**src/design/length_prefixed_message_deframer_macros.svh**
```systemverilog
// assertion macros for the length-prefixed message deframer
`ifndef LENGTH_PREFIXED_MESSAGE_DEFRAMER_MACROS_SVH
`define LENGTH_PREFIXED_MESSAGE_DEFRAMER_MACROS_SVH
`ifndef ASSERT_OFF
`define LPMD_ASSERT_ALWAYS(label, expr, msg) \
  label: assert property (@(posedge clk) disable iff (!rst_n) (expr)) else $error(msg);
`define LPMD_ASSERT_IMPLIES(label, ante, cons, msg) \
  label: assert property (@(posedge clk) disable iff (!rst_n) (ante) |-> (cons)) \
    else $error(msg);
`else
`define LPMD_ASSERT_ALWAYS(label, expr, msg)
`define LPMD_ASSERT_IMPLIES(label, ante, cons, msg)
`endif
`endif

```
**src/design/lpmd_pkg.sv**
```systemverilog
// shared types and constants for the length-prefixed message deframer
`default_nettype none
package lpmd_pkg;

  localparam int LENGTH_BITS = 24;
  localparam int FIELD_BITS  = 24;

  localparam logic [FIELD_BITS-1:0] FIELD_MASK = 24'h00ffffff;
  localparam logic [FIELD_BITS-1:0] LEN_MASK =
    FIELD_BITS'(((25'(1) << LENGTH_BITS) - 25'(1))) & FIELD_MASK;
  localparam logic [FIELD_BITS-1:0] HDR_BYTES = 24'd4;

  localparam logic [FIELD_BITS-1:0] MIN_LENGTH_RST = 24'd20;
  localparam logic [FIELD_BITS-1:0] MAX_LENGTH_RST = 24'd65536;

  // configuration register indexes
  localparam int CFG_IDX_BITS = 2;
  localparam logic [CFG_IDX_BITS-1:0] REG_MIN_LENGTH = 2'd0;
  localparam logic [CFG_IDX_BITS-1:0] REG_MAX_LENGTH = 2'd1;

  // result queue: one entry in flight plus a full header release
  localparam int QDEPTH = 5;
  localparam int QCNT_BITS = 3;
  localparam int MAX_RES = 4;
  localparam int NRES_BITS = 3;

  typedef enum logic [1:0] {
    STATUS_OK      = 2'd0,
    STATUS_BAD_LEN = 2'd1,
    STATUS_DROPPED = 2'd2
  } status_t;

  typedef enum logic [2:0] {
    MODE_HEADER = 3'b001,
    MODE_BODY   = 3'b010,
    MODE_ERROR  = 3'b100
  } mode_t;

  typedef struct packed {
    logic [7:0] out_byte;
    logic       first;
    logic       last;
    status_t    status;
  } result_t;

endpackage
`default_nettype wire

```
**src/design/length_prefixed_message_deframer.sv**
```systemverilog
// length-prefixed message deframer: header check and byte pass-through
//
// in channel: one stream byte (in_data_byte) or an abort (in_abort) per transfer,
//   valid/stall handshake; in_abort drops the partial message, gives no result
// out channel: message bytes with first/last marks and status, valid/stall
// cfg channel: valid/ready write of min_length (index 0) and max_length
//   (index 1); cfg_ready is always high, other indexes are ignored
// header bytes 0..2 are held; on header byte 3 the 24-bit length is checked
//   and either four header results or one bad-length result come out; after
//   a bad length every byte gives a dropped result until abort
// output: each result is registered into the queue and shown on out_* at its head
// throughput: one byte per cycle while in_stall is low; a header release queues four
//   results, so the input stalls after it until they drain (five-entry result queue,
//   input taken while at most one result is waiting)
// out_stall holds the queue head steady; input stalls once two results wait
// reset: framing restarts at header collection, the queue empties and the
//   length bounds return to 20 and 65536
`default_nettype none
`include "length_prefixed_message_deframer_macros.svh"
module length_prefixed_message_deframer
  import lpmd_pkg::*;
(
  input  wire logic                    clk,
  input  wire logic                    rst_n,
  input  wire logic                    in_valid,
  output logic                         in_stall,
  input  wire logic [7:0]              in_data_byte,
  input  wire logic                    in_abort,
  output logic                         out_valid,
  input  wire logic                    out_stall,
  output logic [7:0]                   out_out_byte,
  output logic                         out_first,
  output logic                         out_last,
  output logic [1:0]                   out_status,
  input  wire logic                    cfg_valid,
  output logic                         cfg_ready,
  input  wire logic [CFG_IDX_BITS-1:0] cfg_index,
  input  wire logic [FIELD_BITS-1:0]   cfg_data
);

  logic [FIELD_BITS-1:0] min_len_r;
  logic [FIELD_BITS-1:0] max_len_r;

  mode_t                 mode_r, mode_nxt;
  logic [FIELD_BITS-1:0] held_r, held_nxt;
  logic [FIELD_BITS-1:0] count_r, count_nxt;
  logic [FIELD_BITS-1:0] msg_len_r, msg_len_nxt;

  result_t               q_r [QDEPTH];
  result_t               q_nxt [QDEPTH];
  logic [QCNT_BITS-1:0]  qcnt_r, qcnt_nxt;

  result_t               res [MAX_RES];
  logic [NRES_BITS-1:0]  n_res;
  logic                  in_fire;
  logic                  pop;
  logic [QCNT_BITS-1:0]  base;
  logic [FIELD_BITS-1:0] count_inc;
  logic [FIELD_BITS-1:0] hdr_len;
  logic                  len_bad;
  logic                  body_cnt_ok;
  logic                  hdr_cnt_ok;

  assign cfg_ready = 1'b1;

  always_ff @(posedge clk) begin
    if (!rst_n) begin
      min_len_r <= MIN_LENGTH_RST;
      max_len_r <= MAX_LENGTH_RST;
    end else if (cfg_valid && cfg_ready) begin
      case (cfg_index)
        REG_MIN_LENGTH: min_len_r <= cfg_data & FIELD_MASK;
        REG_MAX_LENGTH: max_len_r <= cfg_data & FIELD_MASK;
        default: ;
      endcase
    end
  end

  assign in_stall  = (qcnt_r > QCNT_BITS'(1));
  assign in_fire   = in_valid && !in_stall;
  assign out_valid = (qcnt_r != '0);
  assign pop       = out_valid && !out_stall;
  assign base      = qcnt_r - QCNT_BITS'(pop);

  assign out_out_byte = q_r[0].out_byte;
  assign out_first    = q_r[0].first;
  assign out_last     = q_r[0].last;
  assign out_status   = q_r[0].status;

  assign count_inc = (count_r + FIELD_BITS'(1)) & FIELD_MASK;
  assign hdr_len   = {held_r[15:0], in_data_byte} & LEN_MASK;
  assign len_bad   = (hdr_len < HDR_BYTES) || (hdr_len < min_len_r) || (hdr_len > max_len_r);

  // framing state and the results of this transfer
  always_comb begin
    mode_nxt    = mode_r;
    held_nxt    = held_r;
    count_nxt   = count_r;
    msg_len_nxt = msg_len_r;
    n_res       = '0;
    for (int k = 0; k < MAX_RES; k++) begin
      res[k] = '{out_byte: 8'd0, first: 1'b0, last: 1'b0, status: STATUS_OK};
    end
    if (in_fire) begin
      if (in_abort) begin
        mode_nxt    = MODE_HEADER;
        held_nxt    = '0;
        count_nxt   = '0;
        msg_len_nxt = '0;
      end else begin
        case (mode_r)
          MODE_ERROR: begin
            res[0].status = STATUS_DROPPED;
            n_res = NRES_BITS'(1);
          end
          MODE_BODY: begin
            res[0].out_byte = in_data_byte;
            res[0].last     = (count_inc >= msg_len_r);
            n_res = NRES_BITS'(1);
            if (count_inc >= msg_len_r) begin
              mode_nxt    = MODE_HEADER;
              held_nxt    = '0;
              count_nxt   = '0;
              msg_len_nxt = '0;
            end else begin
              count_nxt = count_inc;
            end
          end
          MODE_HEADER: begin
            if (count_r < HDR_BYTES - FIELD_BITS'(1)) begin
              held_nxt  = {held_r[15:0], in_data_byte} & FIELD_MASK;
              count_nxt = count_inc;
            end else if (len_bad) begin
              res[0].status = STATUS_BAD_LEN;
              n_res       = NRES_BITS'(1);
              mode_nxt    = MODE_ERROR;
              held_nxt    = '0;
              count_nxt   = '0;
              msg_len_nxt = '0;
            end else begin
              res[0].out_byte = held_r[23:16];
              res[0].first    = 1'b1;
              res[1].out_byte = held_r[15:8];
              res[2].out_byte = held_r[7:0];
              res[3].out_byte = in_data_byte;
              res[3].last     = (hdr_len == HDR_BYTES);
              n_res    = NRES_BITS'(MAX_RES);
              held_nxt = '0;
              if (hdr_len == HDR_BYTES) begin
                mode_nxt    = MODE_HEADER;
                count_nxt   = '0;
                msg_len_nxt = '0;
              end else begin
                mode_nxt    = MODE_BODY;
                count_nxt   = HDR_BYTES;
                msg_len_nxt = hdr_len;
              end
            end
          end
          default: begin
            mode_nxt    = MODE_HEADER;
            held_nxt    = '0;
            count_nxt   = '0;
            msg_len_nxt = '0;
          end
        endcase
      end
    end
  end

  // result queue: shift out the head on a transfer, append behind the rest
  always_comb begin
    for (int i = 0; i < QDEPTH - 1; i++) begin
      if (pop) begin
        q_nxt[i] = q_r[i+1];
      end else begin
        q_nxt[i] = q_r[i];
      end
    end
    q_nxt[QDEPTH-1] = q_r[QDEPTH-1];
    for (int k = 0; k < MAX_RES; k++) begin
      if (NRES_BITS'(k) < n_res) begin
        q_nxt[QCNT_BITS'(base + QCNT_BITS'(k))] = res[k];
      end
    end
    qcnt_nxt = base + QCNT_BITS'(n_res);
  end

  always_ff @(posedge clk) begin
    if (!rst_n) begin
      mode_r    <= MODE_HEADER;
      held_r    <= '0;
      count_r   <= '0;
      msg_len_r <= '0;
      qcnt_r    <= '0;
    end else begin
      mode_r    <= mode_nxt;
      held_r    <= held_nxt;
      count_r   <= count_nxt;
      msg_len_r <= msg_len_nxt;
      qcnt_r    <= qcnt_nxt;
    end
  end

  always_ff @(posedge clk) begin
    for (int i = 0; i < QDEPTH; i++) begin
      q_r[i] <= q_nxt[i];
    end
  end

  assign body_cnt_ok = (msg_len_r > HDR_BYTES) && (count_r < msg_len_r);
  assign hdr_cnt_ok  = (count_r < HDR_BYTES);

  `LPMD_ASSERT_ALWAYS(a_queue_bound, qcnt_r <= QCNT_BITS'(QDEPTH), "result queue overflow")
  `LPMD_ASSERT_IMPLIES(a_body_len, mode_r == MODE_BODY, body_cnt_ok, "body count past length")
  `LPMD_ASSERT_IMPLIES(a_header_count, mode_r != MODE_BODY, hdr_cnt_ok, "header count range")

endmodule
`default_nettype wire
```
**config.mk**
```make
export PLATFORM = sky130hd
export DESIGN_NAME = length_prefixed_message_deframer
export DESIGN_NICKNAME = d
export VERILOG_FILES = /design/src/design/lpmd_pkg.sv /design/src/design/length_prefixed_message_deframer.sv
export VERILOG_INCLUDE_DIRS = /design/src /design/src/design
export SDC_FILE = /design/constraint.sdc
export NUM_CORES = 1
export LEC_CHECK = 0
export CAP_MARGIN = 20
export CORE_MARGIN = 5
export CORE_UTILIZATION = 65
export DETAILED_ROUTE_END_ITERATION = 8
export DONT_BUFFER_PORTS = 1
export PLACE_DENSITY = 0.87
export SYNTH_ARGS = -nofsm -noshare
export SYNTH_HDL_FRONTEND = slang
export SYNTH_SLANG_ARGS = --single-unit
```
**constraint.sdc**
```tcl
create_clock -name clk -period 7.2 [get_ports clk]
set_input_delay 0.72 -clock clk [delete_from_list [all_inputs] [get_ports clk]]
set_output_delay 0.72 -clock clk [all_outputs]
set_load 0.05 [all_outputs]
```
==> flow_metrics.py, run 1 <==
metrics = {
    "yosys": {
        "postSynthNetCount": 1629,
        "yosys.cell_count.top_type": "sky130_fd_sc_hd__nand2_1",
        "synth_warnings": 0,
        "average_size_of_a_mapped_cell_um2": 7.62,
        "number_of_flops_mapped_to_enable_cells_by_yosys": 0,
        "ys_dominant_reg_cell": "sky130_fd_sc_hd__dfxtp_1",
        "mappedNetlistArea_um2": 11500,
        "netlist_top_cells_count": "285 x sky130_fd_sc_hd__nand2_1, 186 x sky130_fd_sc_hd__dfxtp_1, 92 x sky130_fd_sc_hd__inv_1, 87 x sky130_fd_sc_hd__clkbuf_1, 79 x sky130_fd_sc_hd__o21ai_0",
        "post_synth_num_cell_types": 80,
        "ys_seq_elements": 186,
        "synth.area.top_cells": "sky130_fd_sc_hd__dfxtp_1 32%, sky130_fd_sc_hd__nand2_1 9.3%, sky130_fd_sc_hd__ha_1 8.5%",
        "seq_area_frac_synth_pct": 32.3,
        "synth-async-reset-ratio_pct": 0,
        "synth.top_cell.area_share_pct": 32.3,
        "cell_type_contributing_the_most_total_cell_area_after_synthesis": "sky130_fd_sc_hd__dfxtp_1",
        "synthCells": 1511,
    },
    "detailed_routing": {
        "drt-vias-per-instance": 6.59,
        "drcViolationCount": 0,
        "detailedRoute.firstIterationViolations": 1442,
        "routed_wl_um": 33900,
        "drt_pass1_iterations": 6,
        "final_antenna_net_count": 0,
        "drt_wl_cell_um": 20.3,
        "routed-via-count": 11000,
    },
    "power_and_ir_drop": {
        "power_frac_seq_pct": 40.3,
        "pwr-share-clk_pct": 31.0,
        "power_density_nw_per_um2": 256,
        "power_leakage_uw": 0.00447,
        "internal-power_uw": 1890,
        "worst_ir_drop_vdd_v": 0.000322,
        "power.share.switching_pct": 38.4,
        "netSwitchingPower_uw": 1180,
        "comb_power_share_pct": 28.7,
        "design_power_total_uw": 3070,
    },
    "cts": {
        "clockRootBuffer": "sky130_fd_sc_hd__clkbuf_16",
        "clk_transition_reported_paths_ns": 0.07,
        "cts.htree.levels": 4,
        "tritoncts.num_buffers": 17,
        "postCtsSetupBuffers": 0,
        "cts-resized-gates": 0,
        "largest_buffer_count_on_any_clock_path": 2,
        "clk_lat_worst_skew_ns": 0.44,
        "cts.hold.buffers_added": 0,
        "tritoncts": "done",
        "clkSinkCount": 186,
    },
    "die": {
        "full_die_area_um2": 20500,
        "floorplan.die.height_um": 143,
        "initial_standard_cell_utilization_of_the_core_pct": 66.4,
        "die_width_um": 143,
        "placementRows": 48,
        "design.core.area_um2": 17400,
        "io_pins": 55,
    },
    "final_layout": {
        "fillCellCount": 1431,
        "final_net_count": 1548,
        "layout.cells.non_filler": 1667,
        "area_occupied_by_multi_input_gates_um2": 6980,
        "post-route-cell-area_um2": 12000,
        "drive_above_1_share_pct": 5.55,
        "sequential_cell_area_um2": 3720,
        "n_antenna_cell": 0,
        "area_growth_syn_to_layout_pct": 4.29,
    },
    "sta": {
        "tightestPinTransition_ns": 1.03,
        "grt_setup_unrepaired": "no",
        "finClkSkew_ns": 0.00903,
        "timing.max_slew.rel_slack_pct": 31.3,
        "setup_tns_ns": 0,
        "clock.fmax_mhz": 184,
        "finalCritPeriodShare_pct": 75.5,
        "period_needed_ns": 5.43,
        "timing_hold_violations_final": 0,
        "final-setup-viol-count": 0,
        "slew_viol_final": 0,
    },
    "global_route": {
        "largest_net_degree_at_the_start_of_global_routing": 84,
        "grt_antenna_before_repair": 0,
        "grt_remaining_overflow": 0,
        "first_global_vias": 10400,
        "groute.usage.overall_pct": 33.2,
        "grt_first_pass_wirelength_um": 54500,
    },
    "worst_setup_path": {
        "worst_ep_required_time_ns": 7.57,
        "crit_top_cell": "sky130_fd_sc_hd__and3_1",
        "start_kind": "register",
        "worstSetupPathType": "register to register",
        "critPathMaxStageDelay_ns": 0.64,
        "worst-path-buf-inv": 2,
        "timing.critical_path.to_type": "register",
        "critPathTopFamily": "compound AO/OA/AOI/OAI gates",
        "worstPathMaxFanout": 52,
        "cp_data_arrival_time_ns": 5.80,
        "crit_path_slowest_cell": "sky130_fd_sc_hd__a21o_1",
        "crit_chain": "ha_1, nand3_1, nor2_1, and3_1, and3_1, and2_1, and3_1, nand2_1, xnor2_1, ha_1, and3_1, a211oi_1, o21ai_1, a221o_1, a31o_2, o31a_1, buf_4, inv_1, a21o_1, a22o_1",
    },
    "place": {
        "finalWeightedCongestion": 1.00,
        "place.detailed.instances": 1635,
        "placed_area_um2": 11400,
        "dpl.hpwl_um": 24100,
        "numPortBuffers": 0,
    },
    "job": {
        "maxCapViolCount": 0,
    },
    "run_status": {
        "outcome": "finished clean",
    },
    "hold_path": {
        "holdCritPathClass": "input port to register",
    },
}
-- worst paths after layout --
path                            cells past startpoint        from  slack (ns)       endpoint
worst min register to register                      2  q_r[0][48]        0.46     q_r[0][48]
worst max register to register                     20  count_r[0]        1.77  msg_len_r[10]
worst max-delay path                               20  count_r[0]        1.77  msg_len_r[10]
worst min-delay path                                1       rst_n        0.39      mode_r[0]
-- registers in the layout (all words and copies together) (netlist names) --
register   cells
qcnt_r         3
q_r           60
min_len_r     24
msg_len_r     24
count_r       24
mode_r         3
held_r        24
max_len_r     24
-- metrics by stage --
step           hold slack [ns]  utilization [%]  setup WS (ns)
3_3_place_gp             0.447             65.7           2.04
6_report                 0.389             69.2           1.77
3_5_place_dp             0.450             65.8           1.87
5_1_grt                  0.366             69.2           1.37
4_1_cts                  0.362             69.2           1.82
2_1_floorplan            0.436                -           2.64
-- layout by cell type, fill, tap and decap left out, types with 12 or more instances in the layout --
| cell | Yosys | final |
|---|---|---|
| sky130_fd_sc_hd__nand3_1 | 69 | 69 |
| sky130_fd_sc_hd__a21boi_0 | 46 | 46 |
| sky130_fd_sc_hd__inv_1 | 92 | 92 |
| sky130_fd_sc_hd__and3_1 | 39 | 39 |
| sky130_fd_sc_hd__ha_1 | 78 | 78 |
| sky130_fd_sc_hd__o21ai_0 | 79 | 79 |
| sky130_fd_sc_hd__and2_1 | 12 | 12 |
| sky130_fd_sc_hd__nor2_1 | 77 | 77 |
| sky130_fd_sc_hd__xnor2_1 | 19 | 19 |
| sky130_fd_sc_hd__a21oi_1 | 53 | 53 |
| sky130_fd_sc_hd__clkbuf_16 | 0 | 17 |
| sky130_fd_sc_hd__nand2_1 | 285 | 285 |
| sky130_fd_sc_hd__dfxtp_1 | 186 | 186 |
| sky130_fd_sc_hd__nand2b_1 | 14 | 13 |
| sky130_fd_sc_hd__nor4_1 | 13 | 13 |
| sky130_fd_sc_hd__nand4_1 | 22 | 22 |
| sky130_fd_sc_hd__o22ai_1 | 23 | 23 |
| sky130_fd_sc_hd__nor3_1 | 35 | 35 |
| sky130_fd_sc_hd__a22o_1 | 36 | 36 |
| sky130_fd_sc_hd__a211oi_1 | 32 | 32 |
-- metal layers --
layer	vias to the layer above	global-route usage (%)	share of wire, %
met1	4981	44.1	41
met3	118	8.31	12
met4	0	15.1	4.6
met2	696	51.2	43
met5	-	0	0
li1	5193	-	-
-- power groups by stage --
stage / clock (uW) / sequential (uW) / combinational (uW)
final: 952 / 1240 / 881
after global placement: 0 / 1260 / 835
after detailed placement: 0 / 1260 / 846
after global routing: 1000 / 1240 / 953
after floorplan: 0 / 1150 / 783
after CTS: 949 / 1240 / 852
-- kinds of logic (layout without fill, tap and decap cells) --
group	count (synthesis)	in the layout	share of synthesized area [%]
fa+ha+maj	78	78	8.47
mux	12	12	1.14
simple gates	609	609	25.1
buf+inv	205	136	7.28
xor+xnor	30	30	2.28
other cells	1	1	0.0325
compound gates	390	390	23.3
flops	186	186	32.3
-- layout make-up --
class | instances | share of cell area, %
Timing Repair Buffer | 13 | 0.843
Inverter | 92 | 2.87
Clock buffer | 21 | 3.92
Clock inverter | 10 | 0.979
Sequential cell | 186 | 31.0
Multi-Input combinational cell | 1120 | 58.1
Tap cell | 225 | 2.34
(Power assumes the default switching activity.)
==> run 2: changes to the inputs <==
Clock period 7.2 ns to 5.6 ns, I/O delays scaled along.
==> flow_metrics.py, run 2 (synthesized netlist as in run 1, its figures left out) <==
metrics = {
    "die": {
        "io_pins": 55,
        "placementRows": 48,
        "design.core.area_um2": 17400,
        "full_die_area_um2": 20500,
        "die_width_um": 143,
        "initial_standard_cell_utilization_of_the_core_pct": 66.4,
        "floorplan.die.height_um": 143,
    },
    "global_route": {
        "grt_remaining_overflow": 0,
        "groute.usage.overall_pct": 34.9,
        "largest_net_degree_at_the_start_of_global_routing": 84,
        "grt_antenna_before_repair": 0,
        "grt_first_pass_wirelength_um": 56800,
        "first_global_vias": 10600,
    },
    "cts": {
        "clkSinkCount": 186,
        "cts.htree.levels": 4,
        "clk_transition_reported_paths_ns": 0.07,
        "clockRootBuffer": "sky130_fd_sc_hd__clkbuf_16",
        "clk_lat_worst_skew_ns": 0.44,
        "tritoncts.num_buffers": 17,
        "tritoncts": "done",
        "cts.hold.buffers_added": 0,
        "postCtsSetupBuffers": 0,
        "cts-resized-gates": 0,
        "largest_buffer_count_on_any_clock_path": 2,
    },
    "sta": {
        "final-setup-viol-count": 0,
        "grt_setup_unrepaired": "no",
        "clock.fmax_mhz": 199,
        "slew_viol_final": 0,
        "finClkSkew_ns": 0.00965,
        "timing_hold_violations_final": 0,
        "setup_tns_ns": 0,
        "timing.max_slew.rel_slack_pct": 30.9,
        "tightestPinTransition_ns": 1.03,
        "period_needed_ns": 5.03,
        "finalCritPeriodShare_pct": 89.8,
    },
    "detailed_routing": {
        "final_antenna_net_count": 0,
        "drcViolationCount": 0,
        "drt-vias-per-instance": 6.64,
        "routed_wl_um": 35800,
        "drt_pass1_iterations": 8,
        "drt_wl_cell_um": 21.3,
        "routed-via-count": 11200,
        "detailedRoute.firstIterationViolations": 1803,
    },
    "worst_setup_path": {
        "timing.critical_path.to_type": "register",
        "worstPathMaxFanout": 11,
        "start_kind": "register",
        "worst_ep_required_time_ns": 5.92,
        "cp_data_arrival_time_ns": 5.35,
        "worstSetupPathType": "register to register",
    },
    "final_layout": {
        "final_net_count": 1563,
        "layout.cells.most_common": "sky130_fd_sc_hd__nand2_1",
        "sequential_cell_area_um2": 3720,
        "fillCellCount": 1446,
        "n_antenna_cell": 0,
        "drive_above_1_share_pct": 6.59,
        "area_growth_syn_to_layout_pct": 5.39,
        "largest_register_ffs": 60,
        "area_occupied_by_multi_input_gates_um2": 6980,
        "final_cell_mix": "285 x sky130_fd_sc_hd__nand2_1, 186 x sky130_fd_sc_hd__dfxtp_1, 92 x sky130_fd_sc_hd__inv_1",
        "register_with_the_most_flip_flops": "q_r",
        "layout.cells.non_filler": 1682,
    },
    "run_status": {
        "outcome": "finished clean",
    },
    "power_and_ir_drop": {
        "power_leakage_uw": 0.00457,
        "worst_ir_drop_vdd_v": 0.000408,
        "power_density_nw_per_um2": 332,
    },
    "place": {
        "dpl.hpwl_um": 25200,
        "numPortBuffers": 0,
        "place.detailed.instances": 1651,
        "finalWeightedCongestion": 1.06,
    },
    "job": {
        "maxCapViolCount": 0,
    },
    "hold_path": {
        "holdCritPathClass": "input port to register",
    },
}
[run 2: per-stage QoR]
stage / worst slack (ns) / util [%] / power (uW) / cell area (um^2) / hold slack, ns
floorplan: 1.04 / - / 2490 / 11500 / 0.436
global placement: 0.950 / 66.4 / 2740 / 11500 / 0.445
detailed placement: 0.736 / 66.5 / 2750 / 11500 / 0.449
CTS: 0.685 / 70.0 / 3980 / 12100 / 0.195
global route: 0.206 / 70.0 / 4190 / 12100 / 0.198
finish: 0.573 / 70.0 / 4030 / 12100 / 0.216
[run 2: report_power, final]
part	total, uW	switching, uW	leakage (uW)	internal (uW)
registers	1580	175	0.00150	1400
logic	1200	845	0.00277	355
clock network	1260	558	0.000291	700
[run 2: path summary, 6_finish.rpt]
check	from	endpoint	slack [ns]	depth (start not counted)
max	count_r[0]	count_r[17]	0.57	18
min	rst_n	mode_r[0]	0.22	1
max reg2reg	count_r[0]	count_r[17]	0.57	18
min reg2reg	q_r[0][49]	q_r[0][49]	0.46	2
[run 2: area by class of cell]
type                       count  share of cell area, %
multi-input combinational   1120                   57.5
sequential                   186                   30.7
clock buffer                  20                   3.84
inverter                      92                   2.84
tap                          225                   2.32
timing repair buffer          28                   1.76
clock inverter                11                   1.11
[run 2: routing by layer]
metal	wire [um]	up-vias	track usage, %
li1	-	5222	-
met1	14600	5150	46.8
met2	15100	667	52.6
met3	4470	135	10.2
met4	1670	0	14.9
met5	0	-	0
[run 2: critical path: stages, from the launching register on]
cell                       delay [ns]
sky130_fd_sc_hd__dfxtp_1         0.42
sky130_fd_sc_hd__ha_1            0.30
sky130_fd_sc_hd__nand3_1         0.16
sky130_fd_sc_hd__nor2_1          0.23
sky130_fd_sc_hd__and3_1          0.26
sky130_fd_sc_hd__and3_1          0.26
sky130_fd_sc_hd__and2_1          0.23
sky130_fd_sc_hd__and3_1          0.22
sky130_fd_sc_hd__nand2_1         0.08
sky130_fd_sc_hd__xnor2_1         0.20
sky130_fd_sc_hd__ha_1            0.27
sky130_fd_sc_hd__and3_1          0.20
sky130_fd_sc_hd__a211oi_1        0.24
sky130_fd_sc_hd__o21ai_1         0.10
sky130_fd_sc_hd__a221o_1         0.38
sky130_fd_sc_hd__a311oi_1        0.28
sky130_fd_sc_hd__o21ai_1         0.28
sky130_fd_sc_hd__or2_1           0.45
sky130_fd_sc_hd__o41ai_1         0.34
